==> config.mk <==
export PLATFORM = sky130hd
export DESIGN_NAME = basic_source_tokenizer_flat
export DESIGN_NICKNAME = d
export VERILOG_FILES = /design/src/rtl/bst_pkg.sv /design/src/rtl/bst_if.sv /design/src/rtl/bst_scan.sv /design/src/rtl/bst_outq.sv /design/src/rtl/basic_source_tokenizer.sv /design/src/flat_wrapper.sv
export SDC_FILE = /design/constraint.sdc
export NUM_CORES = 1
export LEC_CHECK = 0
export BUFFER_PORTS_ARGS = -buffer_cell sky130_fd_sc_hd__buf_2
export CORE_MARGIN = 1.5
export CORE_UTILIZATION = 40
export DETAILED_ROUTE_END_ITERATION = 8
export PLACE_DENSITY_LB_ADDON = 0.15
export SETUP_SLACK_MARGIN = 0.3
export SLEW_MARGIN = 10
export SYNTH_ARGS = -nofsm -noshare
export SYNTH_HDL_FRONTEND = slang
export SYNTH_SLANG_ARGS = --single-unit
==> constraint.sdc <==
create_clock -name clk -period 4.5 [get_ports clk]
set_input_delay 1.35 -clock clk [delete_from_list [all_inputs] [get_ports clk]]
set_output_delay 1.35 -clock clk [all_outputs]
set_load 0.05 [all_outputs]
==> src/rtl/bst_pkg.sv <==
// ----------------------------------------------------------------------------
// bst_pkg: shared types and constants of the source tokenizer
// Token kinds, scan modes, character codes and character class functions.
// ----------------------------------------------------------------------------
package bst_pkg;

	// Character codes the scanner looks for.
	localparam logic [7:0] CHAR_NUL   = 8'h00;
	localparam logic [7:0] CHAR_DOT   = 8'h2E;
	localparam logic [7:0] CHAR_QUOTE = 8'h22;
	localparam logic [7:0] CHAR_LT    = 8'h3C;
	localparam logic [7:0] CHAR_GT    = 8'h3E;
	localparam logic [7:0] CHAR_EQ    = 8'h3D;
	localparam logic [7:0] CHAR_SPACE = 8'h20;
	localparam logic [7:0] CHAR_TAB   = 8'h09;
	localparam logic [7:0] CHAR_CR    = 8'h0D;

	// Depth of the output queue and the width of its fill count.
	localparam int OUTQ_DEPTH = 4;
	localparam int OUTQ_CNT_W = $clog2(OUTQ_DEPTH + 1);

	typedef enum logic [2:0] {
		KIND_NUM  = 3'd0,
		KIND_WORD = 3'd1,
		KIND_STR  = 3'd2,
		KIND_OP   = 3'd3,
		KIND_CHAR = 3'd4,
		KIND_END  = 3'd5
	} kind_t;

	typedef enum logic [2:0] {
		MODE_IDLE = 3'd0,
		MODE_NUM  = 3'd1,
		MODE_WORD = 3'd2,
		MODE_STR  = 3'd3,
		MODE_LT   = 3'd4,
		MODE_GT   = 3'd5
	} mode_t;

	// One token as it leaves the block.
	typedef struct packed {
		kind_t       kind;
		logic [15:0] first;
		logic [15:0] after;
		logic        last;
	} token_t;

	// Up to two tokens produced by one byte, in output order.
	typedef struct packed {
		logic   v0;
		logic   v1;
		token_t t0;
		token_t t1;
	} push_t;

	function automatic logic is_digit(input logic [7:0] b);
		return (b >= 8'h30) && (b <= 8'h39);
	endfunction

	function automatic logic is_alpha(input logic [7:0] b);
		return ((b >= 8'h61) && (b <= 8'h7A)) || ((b >= 8'h41) && (b <= 8'h5A));
	endfunction

	function automatic logic is_ws(input logic [7:0] b);
		return (b == CHAR_SPACE) || ((b >= CHAR_TAB) && (b <= CHAR_CR));
	endfunction

endpackage

==> src/rtl/bst_if.sv <==
// ----------------------------------------------------------------------------
// bst_if: channel interfaces of the source tokenizer
// A byte channel for source text and a token channel for results.
// ----------------------------------------------------------------------------
interface bst_byte_if;
	logic       valid;
	logic       ready;
	logic [7:0] text_byte;

	modport source (output valid, output text_byte, input ready);
	modport sink (input valid, input text_byte, output ready);
endinterface

interface bst_token_if;
	logic        valid;
	logic        ready;
	logic [2:0]  token_kind;
	logic [15:0] token_first;
	logic [15:0] token_after;
	logic        final_of_run;

	modport source (output valid, output token_kind, output token_first,
		output token_after, output final_of_run, input ready);
	modport sink (input valid, input token_kind, input token_first,
		input token_after, input final_of_run, output ready);
endinterface

==> src/rtl/bst_scan.sv <==
// ----------------------------------------------------------------------------
// bst_scan: scanner stage of the source tokenizer
// Registers one byte, updates the scan state and produces up to two tokens.
// ----------------------------------------------------------------------------
module bst_scan #(
	parameter int OFFSET_BITS = 16
) (
	input  logic                clk,
	input  logic                arst_n,
	input  logic                text_valid,
	input  logic [7:0]          text_byte,
	output logic                text_ready,
	input  logic                room,
	output bst_pkg::push_t      push
);

	localparam int WB = (OFFSET_BITS > 16) ? OFFSET_BITS : 17;
	localparam logic [OFFSET_BITS-1:0] OffMax = {OFFSET_BITS{1'b1}};

	logic                   valid_s1;
	logic [7:0]             byte_s1;
	bst_pkg::mode_t         mode_q, mode_n;
	logic [OFFSET_BITS-1:0] start_q, start_n;
	logic [OFFSET_BITS-1:0] pos_q, pos_n, p1;
	logic                   adv;

	logic                   close_v, fresh, fresh_v;
	bst_pkg::kind_t         close_kind, fresh_kind;
	logic [OFFSET_BITS-1:0] close_after, fresh_after;

	// Offsets wider than the result field saturate at its top.
	function automatic logic [15:0] clip(input logic [OFFSET_BITS-1:0] v);
		logic [WB-1:0] e;
		e = WB'(v);
		return (|e[WB-1:16]) ? 16'hFFFF : e[15:0];
	endfunction

	// The stage moves on when the output queue can take two tokens.
	assign adv        = valid_s1 && room;
	assign text_ready = !valid_s1 || room;
	assign p1         = (pos_q == OffMax) ? pos_q : pos_q + 1'b1;

	// Input register.
	always_ff @(posedge clk or negedge arst_n) begin
		if (!arst_n) begin
			valid_s1 <= 1'b0;
		end else if (text_ready) begin
			valid_s1 <= text_valid;
		end
	end

	always_ff @(posedge clk) begin
		if (text_ready && text_valid) begin
			byte_s1 <= text_byte;
		end
	end

	// Scan state, updated once per transaction.
	always_ff @(posedge clk or negedge arst_n) begin
		if (!arst_n) begin
			mode_q  <= bst_pkg::MODE_IDLE;
			start_q <= '0;
			pos_q   <= '0;
		end else if (adv) begin
			mode_q  <= mode_n;
			start_q <= start_n;
			pos_q   <= pos_n;
		end
	end

	// Close the pending run, then scan the byte fresh if it was not consumed.
	always_comb begin
		close_v     = 1'b0;
		close_kind  = bst_pkg::KIND_NUM;
		close_after = pos_q;
		fresh       = 1'b1;
		fresh_v     = 1'b0;
		fresh_kind  = bst_pkg::KIND_END;
		fresh_after = pos_q;
		mode_n      = mode_q;
		start_n     = start_q;

		unique case (mode_q)
			bst_pkg::MODE_NUM: begin
				if (bst_pkg::is_digit(byte_s1) || byte_s1 == bst_pkg::CHAR_DOT) begin
					fresh = 1'b0;
				end else begin
					close_v = 1'b1;
					close_kind = bst_pkg::KIND_NUM;
					mode_n = bst_pkg::MODE_IDLE;
				end
			end
			bst_pkg::MODE_WORD: begin
				if (bst_pkg::is_digit(byte_s1) || bst_pkg::is_alpha(byte_s1)) begin
					fresh = 1'b0;
				end else begin
					close_v = 1'b1;
					close_kind = bst_pkg::KIND_WORD;
					mode_n = bst_pkg::MODE_IDLE;
				end
			end
			bst_pkg::MODE_STR: begin
				close_kind = bst_pkg::KIND_STR;
				if (byte_s1 == bst_pkg::CHAR_QUOTE) begin
					close_v = 1'b1;
					close_after = p1;
					mode_n = bst_pkg::MODE_IDLE;
					fresh = 1'b0;
				end else if (byte_s1 == bst_pkg::CHAR_NUL) begin
					close_v = 1'b1;
					mode_n = bst_pkg::MODE_IDLE;
				end else begin
					fresh = 1'b0;
				end
			end
			bst_pkg::MODE_LT: begin
				close_v = 1'b1;
				close_kind = bst_pkg::KIND_OP;
				mode_n = bst_pkg::MODE_IDLE;
				if (byte_s1 == bst_pkg::CHAR_GT || byte_s1 == bst_pkg::CHAR_EQ) begin
					close_after = p1;
					fresh = 1'b0;
				end
			end
			bst_pkg::MODE_GT: begin
				close_v = 1'b1;
				close_kind = bst_pkg::KIND_OP;
				mode_n = bst_pkg::MODE_IDLE;
				if (byte_s1 == bst_pkg::CHAR_EQ) begin
					close_after = p1;
					fresh = 1'b0;
				end
			end
			default: begin
				mode_n = bst_pkg::MODE_IDLE;
			end
		endcase

		if (fresh) begin
			priority if (byte_s1 == bst_pkg::CHAR_NUL) begin
				fresh_v = 1'b1;
				fresh_kind = bst_pkg::KIND_END;
			end else if (bst_pkg::is_ws(byte_s1)) begin
				fresh_v = 1'b0;
			end else if (bst_pkg::is_digit(byte_s1) || byte_s1 == bst_pkg::CHAR_DOT) begin
				mode_n = bst_pkg::MODE_NUM;
				start_n = pos_q;
			end else if (bst_pkg::is_alpha(byte_s1)) begin
				mode_n = bst_pkg::MODE_WORD;
				start_n = pos_q;
			end else if (byte_s1 == bst_pkg::CHAR_QUOTE) begin
				mode_n = bst_pkg::MODE_STR;
				start_n = pos_q;
			end else if (byte_s1 == bst_pkg::CHAR_LT) begin
				mode_n = bst_pkg::MODE_LT;
				start_n = pos_q;
			end else if (byte_s1 == bst_pkg::CHAR_GT) begin
				mode_n = bst_pkg::MODE_GT;
				start_n = pos_q;
			end else begin
				fresh_v = 1'b1;
				fresh_kind = bst_pkg::KIND_CHAR;
				fresh_after = p1;
			end
		end

		// End of text restarts the position.
		if (byte_s1 == bst_pkg::CHAR_NUL) begin
			pos_n   = '0;
			start_n = '0;
			mode_n  = bst_pkg::MODE_IDLE;
		end else begin
			pos_n = p1;
		end
	end

	// Order the tokens: the closed run first, the fresh token second.
	always_comb begin
		push.v0 = adv && (close_v || fresh_v);
		push.v1 = adv && close_v && fresh_v;
		push.t1.kind  = fresh_kind;
		push.t1.first = clip(pos_q);
		push.t1.after = clip(fresh_after);
		push.t1.last  = 1'b1;
		if (close_v) begin
			push.t0.kind  = close_kind;
			push.t0.first = clip(start_q);
			push.t0.after = clip(close_after);
			push.t0.last  = !fresh_v;
		end else begin
			push.t0.kind  = fresh_kind;
			push.t0.first = clip(pos_q);
			push.t0.after = clip(fresh_after);
			push.t0.last  = 1'b1;
		end
	end

`ifndef ASSERT_OFF
	// A zero byte leaves the scanner idle at position zero.
	a_nul_restart: assert property (@(posedge clk) disable iff (!arst_n)
		adv && byte_s1 == bst_pkg::CHAR_NUL |=> pos_q == '0 && mode_q == bst_pkg::MODE_IDLE)
		else $error("position not restarted after end of text");

	// A second token only follows a first one.
	a_push_order: assert property (@(posedge clk) disable iff (!arst_n)
		push.v1 |-> push.v0)
		else $error("second token without first");

	// Exactly the final token of a byte carries the last flag.
	a_last_flag: assert property (@(posedge clk) disable iff (!arst_n)
		push.v0 |-> (push.v1 ? (!push.t0.last && push.t1.last) : push.t0.last))
		else $error("last flag on the wrong token");

	// A saturated position stays saturated until end of text.
	a_pos_sat: assert property (@(posedge clk) disable iff (!arst_n)
		adv && pos_q == OffMax && byte_s1 != bst_pkg::CHAR_NUL |=> pos_q == OffMax)
		else $error("position wrapped");
`endif

endmodule

==> src/rtl/bst_outq.sv <==
// ----------------------------------------------------------------------------
// bst_outq: output queue of the source tokenizer
// A small shifting queue that takes up to two tokens and gives one a cycle while the receiver is ready.
// ----------------------------------------------------------------------------
module bst_outq (
	input  logic                clk,
	input  logic                arst_n,
	input  bst_pkg::push_t      push,
	output logic                room,
	bst_token_if.source         token
);

	localparam int Depth = bst_pkg::OUTQ_DEPTH;
	localparam int CntW  = bst_pkg::OUTQ_CNT_W;

	bst_pkg::token_t ent_q [Depth];
	bst_pkg::token_t sh [Depth];
	bst_pkg::token_t ent_n [Depth];
	logic [CntW-1:0] cnt_q, cnt_n, base;
	logic            pop;

	assign pop  = (cnt_q != '0) && token.ready;
	assign room = cnt_q <= CntW'(Depth - 2);
	assign base = cnt_q - CntW'(pop);

	// Shift on a pop, then write new tokens behind the survivors.
	always_comb begin
		for (int i = 0; i < Depth - 1; i++) begin
			sh[i] = pop ? ent_q[i + 1] : ent_q[i];
		end
		sh[Depth - 1] = ent_q[Depth - 1];
		for (int i = 0; i < Depth; i++) begin
			ent_n[i] = sh[i];
			if (push.v0 && base == CntW'(i)) begin
				ent_n[i] = push.t0;
			end
			if (push.v1 && base + 1'b1 == CntW'(i)) begin
				ent_n[i] = push.t1;
			end
		end
		cnt_n = base + CntW'(push.v0) + CntW'(push.v1);
	end

	always_ff @(posedge clk or negedge arst_n) begin
		if (!arst_n) begin
			cnt_q <= '0;
		end else begin
			cnt_q <= cnt_n;
		end
	end

	always_ff @(posedge clk) begin
		ent_q <= ent_n;
	end

	// The head entry drives the token channel.
	assign token.valid        = cnt_q != '0;
	assign token.token_kind   = ent_q[0].kind;
	assign token.token_first  = ent_q[0].first;
	assign token.token_after  = ent_q[0].after;
	assign token.final_of_run = ent_q[0].last;

endmodule

==> src/rtl/basic_source_tokenizer.sv <==
// ----------------------------------------------------------------------------
// basic_source_tokenizer: streaming tokenizer for BASIC-like source text
// Reports token kinds and byte offsets for a stream of source bytes.
// ----------------------------------------------------------------------------
// When its input is not stalled, the block takes one source byte per cycle and
// reports each token as a transaction carrying its kind and the byte offsets
// of its first character and of the position just past it. A byte enters an
// input register and is scanned from it; its tokens are written into the
// output queue register and leave from the head of the queue. A byte that
// closes a run and also forms a token of its own gives two transactions;
// the four-entry output queue drains one token per cycle while the receiver
// is ready, so sustained throughput is one byte per cycle as long as tokens
// average no more than one per byte, and the input stalls while the queue
// holds more than two. A zero byte flushes any pending token, gives an end
// token and restarts the offsets at zero.
// ----------------------------------------------------------------------------
module basic_source_tokenizer #(
	parameter int OFFSET_BITS = 16
) (
	input  logic          clk,
	input  logic          arst_n,
	bst_byte_if.sink      text,
	bst_token_if.source   token
);

	bst_pkg::push_t push;
	logic           room;

	// Scanner with its input register and scan state.
	bst_scan #(
		.OFFSET_BITS(OFFSET_BITS)
	) u_scan (
		.clk        (clk),
		.arst_n     (arst_n),
		.text_valid (text.valid),
		.text_byte  (text.text_byte),
		.text_ready (text.ready),
		.room       (room),
		.push       (push)
	);

	// Output queue that splits two-token bytes over cycles.
	bst_outq u_outq (
		.clk    (clk),
		.arst_n (arst_n),
		.push   (push),
		.room   (room),
		.token  (token)
	);

endmodule
==> src/flat_wrapper.sv <==
// flat-port wrapper written by rule: the top's interface ports become plain ports
module basic_source_tokenizer_flat 
#(
	parameter int OFFSET_BITS = 16
)
  (clk, arst_n, text_valid, text_text_byte, text_ready, token_valid, token_token_kind, token_token_first, token_token_after, token_final_of_run, token_ready);
  bst_byte_if text_i ();
  bst_token_if token_i ();
  input  logic clk;
  input  logic arst_n;
  input wire logic [$bits(text_i.valid)-1:0] text_valid;
  input wire logic [$bits(text_i.text_byte)-1:0] text_text_byte;
  output wire logic [$bits(text_i.ready)-1:0] text_ready;
  output wire logic [$bits(token_i.valid)-1:0] token_valid;
  output wire logic [$bits(token_i.token_kind)-1:0] token_token_kind;
  output wire logic [$bits(token_i.token_first)-1:0] token_token_first;
  output wire logic [$bits(token_i.token_after)-1:0] token_token_after;
  output wire logic [$bits(token_i.final_of_run)-1:0] token_final_of_run;
  input wire logic [$bits(token_i.ready)-1:0] token_ready;
  assign text_i.valid = text_valid;
  assign text_i.text_byte = text_text_byte;
  assign text_ready = text_i.ready;
  assign token_valid = token_i.valid;
  assign token_token_kind = token_i.token_kind;
  assign token_token_first = token_i.token_first;
  assign token_token_after = token_i.token_after;
  assign token_final_of_run = token_i.final_of_run;
  assign token_i.ready = token_ready;
  basic_source_tokenizer #(.OFFSET_BITS(OFFSET_BITS)) u_core (.clk(clk), .arst_n(arst_n), .text(text_i), .token(token_i));
endmodule
* Word-level counts from Yosys, hierarchy flattened
Index checks and enable logic that the tools add are counted.
** Cells by class
- $lt $le $gt $ge :: 9
- Reductions and logical operators :: 42
- Add/subtract/negate cells :: 5
- Bitwise gates (word level) :: 0
- Divide/modulo/power cells :: 0
- Multiply operators :: 0
- Equal/unequal tests :: 19
- Multiplexer cells :: 73
- Shifts and indexed selects :: 0
** Operators with widths (count)
- $mux 36 :: 12
- $mux 16 :: 21
- $eq 8x6->1 const B :: 6
- $pmux 16 s3 :: 1
- $mux 3 :: 11
- $mux 1 :: 24
- $eq 3x2->1 const B :: 6
- $logic_and 1x1->1 :: 18
- $add 16x1->16 const B :: 1
- $eq 16x16->1 const B :: 1
- $ge 8x7->1 const B :: 2
- $le 8x7->1 const B :: 2
- $reduce_bool 3->1 :: 4
- $reduce_bool 2->1 :: 5
- $eq 3x1->1 const B :: 3
- $pmux 3 s3 :: 1
- $ge 8x4->1 const B :: 1
- $ge 8x6->1 const B :: 1
- $le 8x4->1 const B :: 1
- $le 8x6->1 const B :: 1
- $logic_not 8->1 :: 1
- $logic_or 1x1->1 :: 7
- $add 3x1->3 :: 2
- $eq 3x3->1 const B :: 2
- 12 further kinds :: 14
** Word-level totals
- Input port bits :: 12
- Output and inout bits :: 38
- Memories kept :: 0
- Latch bits :: 0
- Register bits after elaboration :: 191
- Word-level logic and storage cells :: 170
- Bits in writable memories :: 0
- Memory bits (read-only) :: 0

* Longest topological paths before layout
Gate-level depths: netlist (run 1).
- Depth in word-level cells :: 14
- Gate-level depth with buffers :: 14
- Depth with buffers taken out :: 13

* Modules after synthesis
Synthesis (run 1) repeated with hierarchy kept, for this count alone.
** Unflattened totals
- Cells, all modules :: 1166
- Area, all modules :: 11648.7 um2
** Modules (own cells, without submodules)
- bst_outq :: seq. area each 4399.2 um2, cells each 755, instances 1, area an instance 8344.3 um2
- bst_scan :: seq. area each 1141.1 um2, cells each 411, instances 1, area an instance 3304.4 um2

* Least setup slack after synthesis (run 1)
OpenSTA, ideal clock, no wires.
- Path kind :: input-to-reg
- Start :: input token_ready
- End :: register u_core.u_outq.ent_q[10] in the netlist's numbering (enable)
- Library setup time :: 0.393 ns
- Data required time :: 4.107 ns
- Arrival time :: 4.257 ns
- Buffers on the path :: 2
- Cell stages on the path :: 11
- Path slack :: -0.149 ns
- Cells stage by stage :: nand2_1 -> inv_1 -> ha_1 -> ha_1 -> nor2_1 -> ha_1 -> nand3_1 -> or4_1 -> buf_2 -> clkbuf_1 -> nand2_1
** On the way
- Word-level cells in the longest chain between the ends :: 6
- Elaborated cells between the ends (all ways) :: 8
- Classes of those cells :: add/sub: 2; eq/ne: 2; reduce/logical: 4
** RTL lines
- from (decl) :: line flat_wrapper.sv:19 : input wire logic [$bits(token_i.ready)-1:0] token_ready;
- $logic_and 1x1->1 * :: line bst_outq.sv:22 : assign pop = (cnt_q != '0) && token.ready;
- $sub 3x1->3 * :: line bst_outq.sv:24 : assign base = cnt_q - CntW'(pop);
- $add 3x1->3 :: line bst_outq.sv:37 : if (push.v1 && base + 1'b1 == CntW'(i)) begin
- $eq 3x2->1 :: line bst_outq.sv:37
- $logic_and 1x1->1 :: line bst_outq.sv:37
- $reduce_bool 2->1 (no source line) *
- to (signal assigned) :: line bst_outq.sv:53 : ent_q <= ent_n;
- to (decl) :: line bst_outq.sv:16 : bst_pkg::token_t ent_q [Depth];
Mark *: on every way between the ends. The rest lies on a longest branch, timed or not.
A chain may end at the register's enable or synchronous reset.

==> impl_metrics.py, run 1 <==
metrics = {
    "status": {
        "status": "finished clean",
    },
    "finish": {
        "multi_input_area_um2": 4590,
        "drive_above_1_share": 0.183,
        "stdcell_count": 1323,
        "fillers": 2398,
        "ff_latch_area_um2": 5500,
        "utilization": 0.452,
        "syn2layout_area_growth_pct": 10.2,
        "n_antenna_cell": 0,
        "nNetsFinal": 993,
    },
    "worst_setup_path": {
        "cp-endpoint": "u_core.u_outq.token.token_after[6]",
        "reg2regPathDepth": 7,
        "cp-start-kind": "flop",
        "critPathRequiredTime_ps": 4680,
        "crit_start": "u_core.u_scan.mode_q[1]",
        "path_cells": "and3b_1 > and4_1 > nor2b_1 > nand3_1 > o21ai_1 > o221ai_1 > a22o_1",
        "r2r_end": "u_core.u_outq.token.token_after[6]",
        "cp.depth": 7,
        "cp_max_fo": 11,
        "cp.arrival_ps": 4180,
        "cp_top_family": "compound AO/OA/AOI/OAI gates",
        "criticalPathCategory": "flop to flop",
        "critPathBufInv": 0,
        "regToRegStartpoint": "u_core.u_scan.mode_q[1]",
        "reg2reg_slack_ps": 500,
        "cpPeakStageDelay_ps": 1030,
        "endpoint_kind": "flop",
        "cp_slowest_cell": "o21ai_1",
    },
    "grt": {
        "grt_pass1_vias": 8137,
        "grt_max_degree": 40,
        "grt_pass1_wl_um": 49800,
        "antenna_found_initial": 0,
        "grt_overflow": 0,
        "track_usage": 0.237,
    },
    "floorplanning": {
        "coreArea_um2": 26200,
        "rows": 59,
        "initial_core_util": 0.410,
        "die_w_um": 167,
        "dieArea_um2": 27900,
        "num_io_pins": 50,
        "fp.dieH_um": 167,
    },
    "route": {
        "drt-total-wl_um": 32300,
        "wl_met3_um": 2330,
        "first_iter_violations": 813,
        "ant_nets": 0,
        "drt_first_pass_iters": 5,
        "wl_per_cell_um": 24.4,
        "num_vias": 8295,
        "viasPerCell": 6.27,
        "drc": 0,
        "drt-met1-wl_um": 14500,
        "met2_length_um": 14900,
        "highest_layer": "met4",
    },
    "logic_synthesis": {
        "synth_compound_area_frac": 0.225,
        "netlist_area_um2": 10700,
        "synthArstFlopShare": 0.204,
        "yosys_warnings": 0,
        "synth-main-ff-cell": "edfxtp_1",
        "syn_area_per_cell_um2": 11.0,
        "yosys.cell_types.count": 82,
        "ys_seq_area_frac": 0.512,
        "synthCells": 974,
        "syn-num-nets": 992,
        "yosysTopAreaCell": "edfxtp_1",
        "synth-xor-area-share": 0.00897,
        "netlist_top_cells_area": "edfxtp_1 41%, dfrtp_1 9.1%, a2bb2oi_1 3.7%",
        "synthAdderAreaFrac": 0.00769,
        "synth-seq-cells": 191,
        "synth_edf_count": 148,
        "synth_top_family_by_area": "compound AO/OA/AOI/OAI gates",
        "synth.top_cell.area_share": 0.414,
        "synthMuxAreaShare": 0.0448,
        "yosys.area_share.simple": 0.138,
    },
    "sta": {
        "fmax_mhz": 250,
        "rsz0062_at_grt": "false",
        "timing.setup.tns_ps": 0,
        "finalHoldViolations": 0,
        "finalCritPeriodShare": 0.889,
        "fin_worst_skew_ps": 19.5,
        "finalCriticalPeriod_ps": 4000,
        "relSlewSlack": 0.233,
        "tightest_slew_ps": 1140,
        "maxSlewViolCount": 0,
        "finalSetupViolations": 0,
    },
    "power": {
        "power_density_nw_per_um2": 666,
        "power.total_mw": 7.89,
        "irDropWorstVdd_uv": 320,
        "p_leak_nw": 4.43,
    },
    "clocking": {
        "clk_pin_slew_ps": 80,
        "cts-root-buf": "clkbuf_16",
        "clk_latency_ps": 450,
        "cts_tree": "yes",
        "post_cts_buffers": 0,
        "hold_buffers": 0,
        "cts.repair.resized": 0,
        "htree_levels": 4,
        "clock_path_buffers": 2,
        "numCtsBuffers": 17,
        "cts_sinks": 191,
    },
    "placed_design": {
        "dp_hpwl_um": 21300,
        "place_congestion": 0.841,
        "place_inst": 1291,
        "place.port_buffers": 49,
    },
    "run": {
        "cap_violations": 0,
    },
    "hold_path": {
        "hp-class": "flop to flop",
    },
}
worst min-delay path by stage:
stage | startpoint | endpoint | cells past startpoint
after floorplan | u_core.u_outq.ent_q[0] | u_core.u_outq.ent_q[0] | 2
after global placement | u_core.u_outq.ent_q[0] | u_core.u_outq.ent_q[0] | 2
after detailed placement | u_core.u_outq.ent_q[0] | u_core.u_outq.ent_q[0] | 2
after CTS | u_core.u_outq.ent_q[0] | u_core.u_outq.ent_q[0] | 2
after global routing | u_core.u_outq.ent_q[0] | u_core.u_outq.ent_q[0] | 2
final | u_core.u_outq.ent_q[0] | u_core.u_outq.ent_q[0] | 2
metal layers:
layer	GRT usage	up-vias
li1	-	3812
met1	0.329	4077
met2	0.371	365
met3	0.0478	41
met4	0.0747	0
met5	0	-
cell type report:
cell class | count | share of cell area
Clock inverter | 15 | 0.0182
Clock buffer | 17 | 0.0359
Timing Repair Buffer | 99 | 0.0545
Tap cell | 335 | 0.0354
Inverter | 12 | 0.00381
Sequential cell | 191 | 0.465
Multi-Input combinational cell | 654 | 0.387
through the flow:
| step | hold WS (ps) | area [um^2] | setup WS (ps) |
|---|---|---|---|
| finish | 510 | 11800 | 498 |
| global route | 545 | 11800 | 349 |
| CTS | 508 | 11800 | 584 |
| detailed placement | 497 | 11200 | 105 |
| global placement | 485 | 11200 | 196 |
| floorplan | 454 | 10800 | 241 |
state kept, by name (all words and copies together) (netlist names), 3 cells and up:
register and flops:
u_core.u_outq.ent_q 108, u_core.u_outq.token.token_after 16, u_core.u_outq.token.token_first 16, u_core.u_scan.pos_q 16, u_core.u_scan.start_q 16, u_core.u_scan.byte_s1 8
u_core.u_outq.cnt_q 3, u_core.u_outq.token.token_kind 3, u_core.u_scan.mode_q 3
synth_stat cells, drive strengths merged (4+ instances only):
| master | n |
|---|---|
| mux2i | 32 |
| o21a | 10 |
| xnor2 | 11 |
| and2 | 8 |
| a22o | 43 |
| nand3 | 16 |
| o22ai | 60 |
| a211oi | 24 |
| o41a | 7 |
| a2bb2oi | 46 |
| o31ai | 11 |
| or3 | 10 |
| a221o | 6 |
| or4 | 4 |
| buf | 77 |
| nor3 | 55 |
| o211ai | 5 |
| nor2 | 50 |
| o221ai | 7 |
| inv | 12 |
| o21ai | 49 |
| a31oi | 7 |
| ha | 5 |
| edfxtp | 148 |
| nand4 | 8 |
| nor4 | 17 |
| and3 | 4 |
| clkbuf | 40 |
| mux2 | 14 |
| a21oi | 18 |
| or2 | 4 |
| nand2b | 11 |
| dfrtp | 39 |
| dfxtp | 4 |
| nand2 | 63 |
power breakdown:
group          internal, mW  switching (mW)
logic                  1.02            2.20
clock network         0.906           0.763
registers              2.67           0.329
total                  4.60            3.29
cells by family (layout without fill, tap and decap cells):
family | count (synthesis) | after routing
buf+inv | 129 | 143
mux | 46 | 46
fa+ha+maj | 6 | 6
compound gates | 323 | 323
simple gates | 268 | 268
flops | 191 | 191
xor+xnor | 11 | 11
worst register-to-register path, delay by kind of cell, from the launching register on:
kind | cells | cell delay (ps)
simple gates | 4 | 1610
compound gates | 3 | 1670
flops | 1 | 480
placed cells by master (no fill, tap or decap), drive strengths merged, types with 4 or more instances in the layout:
| master | instances |
|---|---|
| or2 | 4 |
| o22ai | 60 |
| o21a | 10 |
| a31oi | 7 |
| o21ai | 49 |
| a221o | 6 |
| o31ai | 11 |
| clkbuf | 17 |
| o211ai | 5 |
| and2 | 8 |
| xnor2 | 11 |
| inv | 19 |
| dfrtp | 39 |
| nand4 | 8 |
| o41a | 7 |
| ha | 5 |
| dfxtp | 4 |
| nand2b | 11 |
| or4 | 4 |
| mux2 | 14 |
| or3 | 10 |
| nor4 | 17 |
| nor3 | 55 |
| a21oi | 18 |
| nand3 | 16 |
| clkinv | 4 |
| edfxtp | 148 |
| nand2 | 63 |
| nor2 | 50 |
| and3 | 4 |
| a2bb2oi | 46 |
| a22o | 43 |
| buf | 99 |
| mux2i | 32 |
| a211oi | 24 |
| o221ai | 7 |
Power figures use the tool's default switching activity.
==> inputs of run 2 (changes only) <==
Settings changed: CORE_MARGIN 1.5 to 8.
==> run 2 against run 1 <==
Power decreased by 1.5%. Critical path type unchanged. Clock-buffer cell count up 1. Sequential share of layout area up 0.074 points. Non-clock buffer count grew 2.
==> impl_metrics.py, run 2 (synthesized netlist as in run 1, its figures left out) <==
metrics = {
    "sta": {
        "finalCriticalPeriod_ps": 3960,
        "tightest_slew_ps": 1070,
        "fmax_mhz": 252,
        "finalHoldViolations": 0,
        "fin_worst_skew_ps": 17.9,
        "maxSlewViolCount": 0,
        "relSlewSlack": 0.285,
        "finalCritPeriodShare": 0.881,
        "finalSetupViolations": 0,
        "timing.setup.tns_ps": 0,
        "rsz0062_at_grt": "false",
        "fin_ws_ps": 536,
    },
    "hold_path": {
        "whs_path_depth": 2,
        "hp-class": "flop to flop",
        "whs_endpoint": "u_core.u_outq.ent_q[0]",
        "hold_start": "u_core.u_outq.ent_q[0]",
    },
    "power": {
        "p_leak_nw": 4.41,
        "power_density_nw_per_um2": 657,
        "swShare": 0.426,
        "power_switching_mw": 3.31,
        "combPwrFrac": 0.417,
        "pwr-share-seq": 0.385,
        "clockPowerShare": 0.198,
        "p_int_mw": 4.46,
        "irDropWorstVdd_uv": 416,
    },
    "worst_setup_path": {
        "cp_slowest_cell": "o211ai_2",
        "cpPeakStageDelay_ps": 880,
        "endpoint_kind": "flop",
        "cp-start-kind": "flop",
        "r2r_end": "u_core.u_outq.ent_q[24]",
        "cp.arrival_ps": 4170,
        "reg2regPathDepth": 7,
        "reg2reg_slack_ps": 540,
        "crit_start": "u_core.u_scan.mode_q[1]",
        "critPathRequiredTime_ps": 4700,
        "cp_max_fo": 17,
        "criticalPathCategory": "flop to flop",
        "path_cells": "and3b_1 > and4_1 > nor2b_1 > nand3_1 > o211ai_2 > o21ai_4 > a22o_1",
        "regToRegStartpoint": "u_core.u_scan.mode_q[1]",
    },
    "floorplanning": {
        "dieArea_um2": 32400,
        "rows": 60,
        "die_w_um": 180,
        "coreArea_um2": 26700,
        "initial_core_util": 0.403,
        "fp.dieH_um": 180,
        "num_io_pins": 50,
    },
    "finish": {
        "final_cell_mix": "148 x edfxtp_1, 60 x o22ai_1, 58 x nand2_1, 51 x nor3_1",
        "drive_above_1_share": 0.185,
        "n_antenna_cell": 0,
        "nNetsFinal": 995,
        "largest_register": "u_core.u_outq.ent_q",
        "syn2layout_area_growth_pct": 9.99,
        "layout_commonest_cell": "edfxtp_1",
        "largest_reg_flops": 108,
        "postLayoutCellArea_um2": 11800,
    },
    "clocking": {
        "numCtsBuffers": 17,
        "clock_path_buffers": 2,
        "post_cts_buffers": 0,
        "clk_latency_ps": 450,
        "clk_pin_slew_ps": 70,
        "htree_levels": 4,
        "hold_buffers": 0,
        "cts_tree": "yes",
        "cts_sinks": 191,
        "cts.repair.resized": 0,
        "cts-root-buf": "clkbuf_16",
    },
    "placed_design": {
        "place_congestion": 0.854,
        "dp_slack_ps": 234,
        "place.port_buffers": 49,
        "placed_area_um2": 11200,
        "dp_hpwl_um": 22000,
    },
    "route": {
        "num_vias": 8304,
        "first_iter_violations": 764,
        "ant_nets": 0,
        "drc": 0,
        "drt-total-wl_um": 32100,
        "drt_first_pass_iters": 5,
        "viasPerCell": 6.24,
        "wl_per_cell_um": 24.1,
    },
    "grt": {
        "track_usage": 0.195,
        "grt_pass1_wl_um": 49500,
        "grt_overflow": 0,
        "grt_pass1_vias": 8180,
        "antenna_found_initial": 0,
        "grt_max_degree": 40,
    },
    "run": {
        "cap_violations": 0,
    },
    "status": {
        "status": "finished clean",
    },
}
-- run 2: cell count changes in the layout (fill, tap and decap cells not counted) --
cell       delta
buf_4         +2
bufinv_16     -3
clkbuf_8      +1
clkinv_2      -1
clkinv_4      +1
clkinv_8      +2
nor2_1        +1
nor2_2        -1
o21a_1        -1
o21a_2        +1
-- run 2: how the worst max path moves through the flow --
stage / slack (ps) / cells past startpoint / endpoint
4_1_cts: 650 / 7 / u_core.u_outq.ent_q[26]
3_5_place_dp: 230 / 14 / u_core.u_outq.token.token_after[8]
6_report: 540 / 7 / u_core.u_outq.ent_q[24]
5_1_grt: 430 / 14 / u_core.u_outq.token.token_after[12]
2_1_floorplan: 240 / 11 / u_core.u_outq.ent_q[10]
3_3_place_gp: 260 / 14 / u_core.u_outq.token.token_after[7]
-- run 2: power by group through the flow --
stage	clock network (mW)	registers (mW)	logic, mW
after floorplan	0	2.87	2.61
after global placement	0	3.01	3.21
after detailed placement	0	3.02	3.22
after CTS	1.56	2.99	3.23
after global routing	1.63	3.05	3.48
final	1.54	2.99	3.24
-- run 2: metal layers --
metal	routed length (um)	vias to the layer above	track usage
met3	2110	60	0.0452
met5	0	-	0
met4	886	0	0.0650
li1	-	3810	-
met2	14400	331	0.304
met1	14700	4103	0.265
-- run 2: critical path: cells and delay by family, from the launching register on --
family	cells	cell delay (ps)
AO/OA/AOI/OAI	3	1520
flip-flops	1	490
AND/OR/NAND/NOR	4	1710
-- run 2: area by class of cell --
class | instances | area [um^2]
flip-flops and latches | 191 | 5500
inverters | 12 | 45.0
clock buffers | 18 | 439
well taps | 341 | 427
fillers | 2486 | 14800
repair buffers | 101 | 661
multi-input cells | 654 | 4590
clock inverters | 14 | 161
-- run 2: stage by stage --
step                utilization  hold WS (ps)  total power [mW]  std cells
detailed placement        0.421           481              6.24       1299
finish                    0.443           514              7.77       1331
CTS                       0.443           514              7.79       1331
floorplan                     -           454              5.48        974
global placement          0.421           490              6.22       1299
global route              0.443           541              8.15       1331
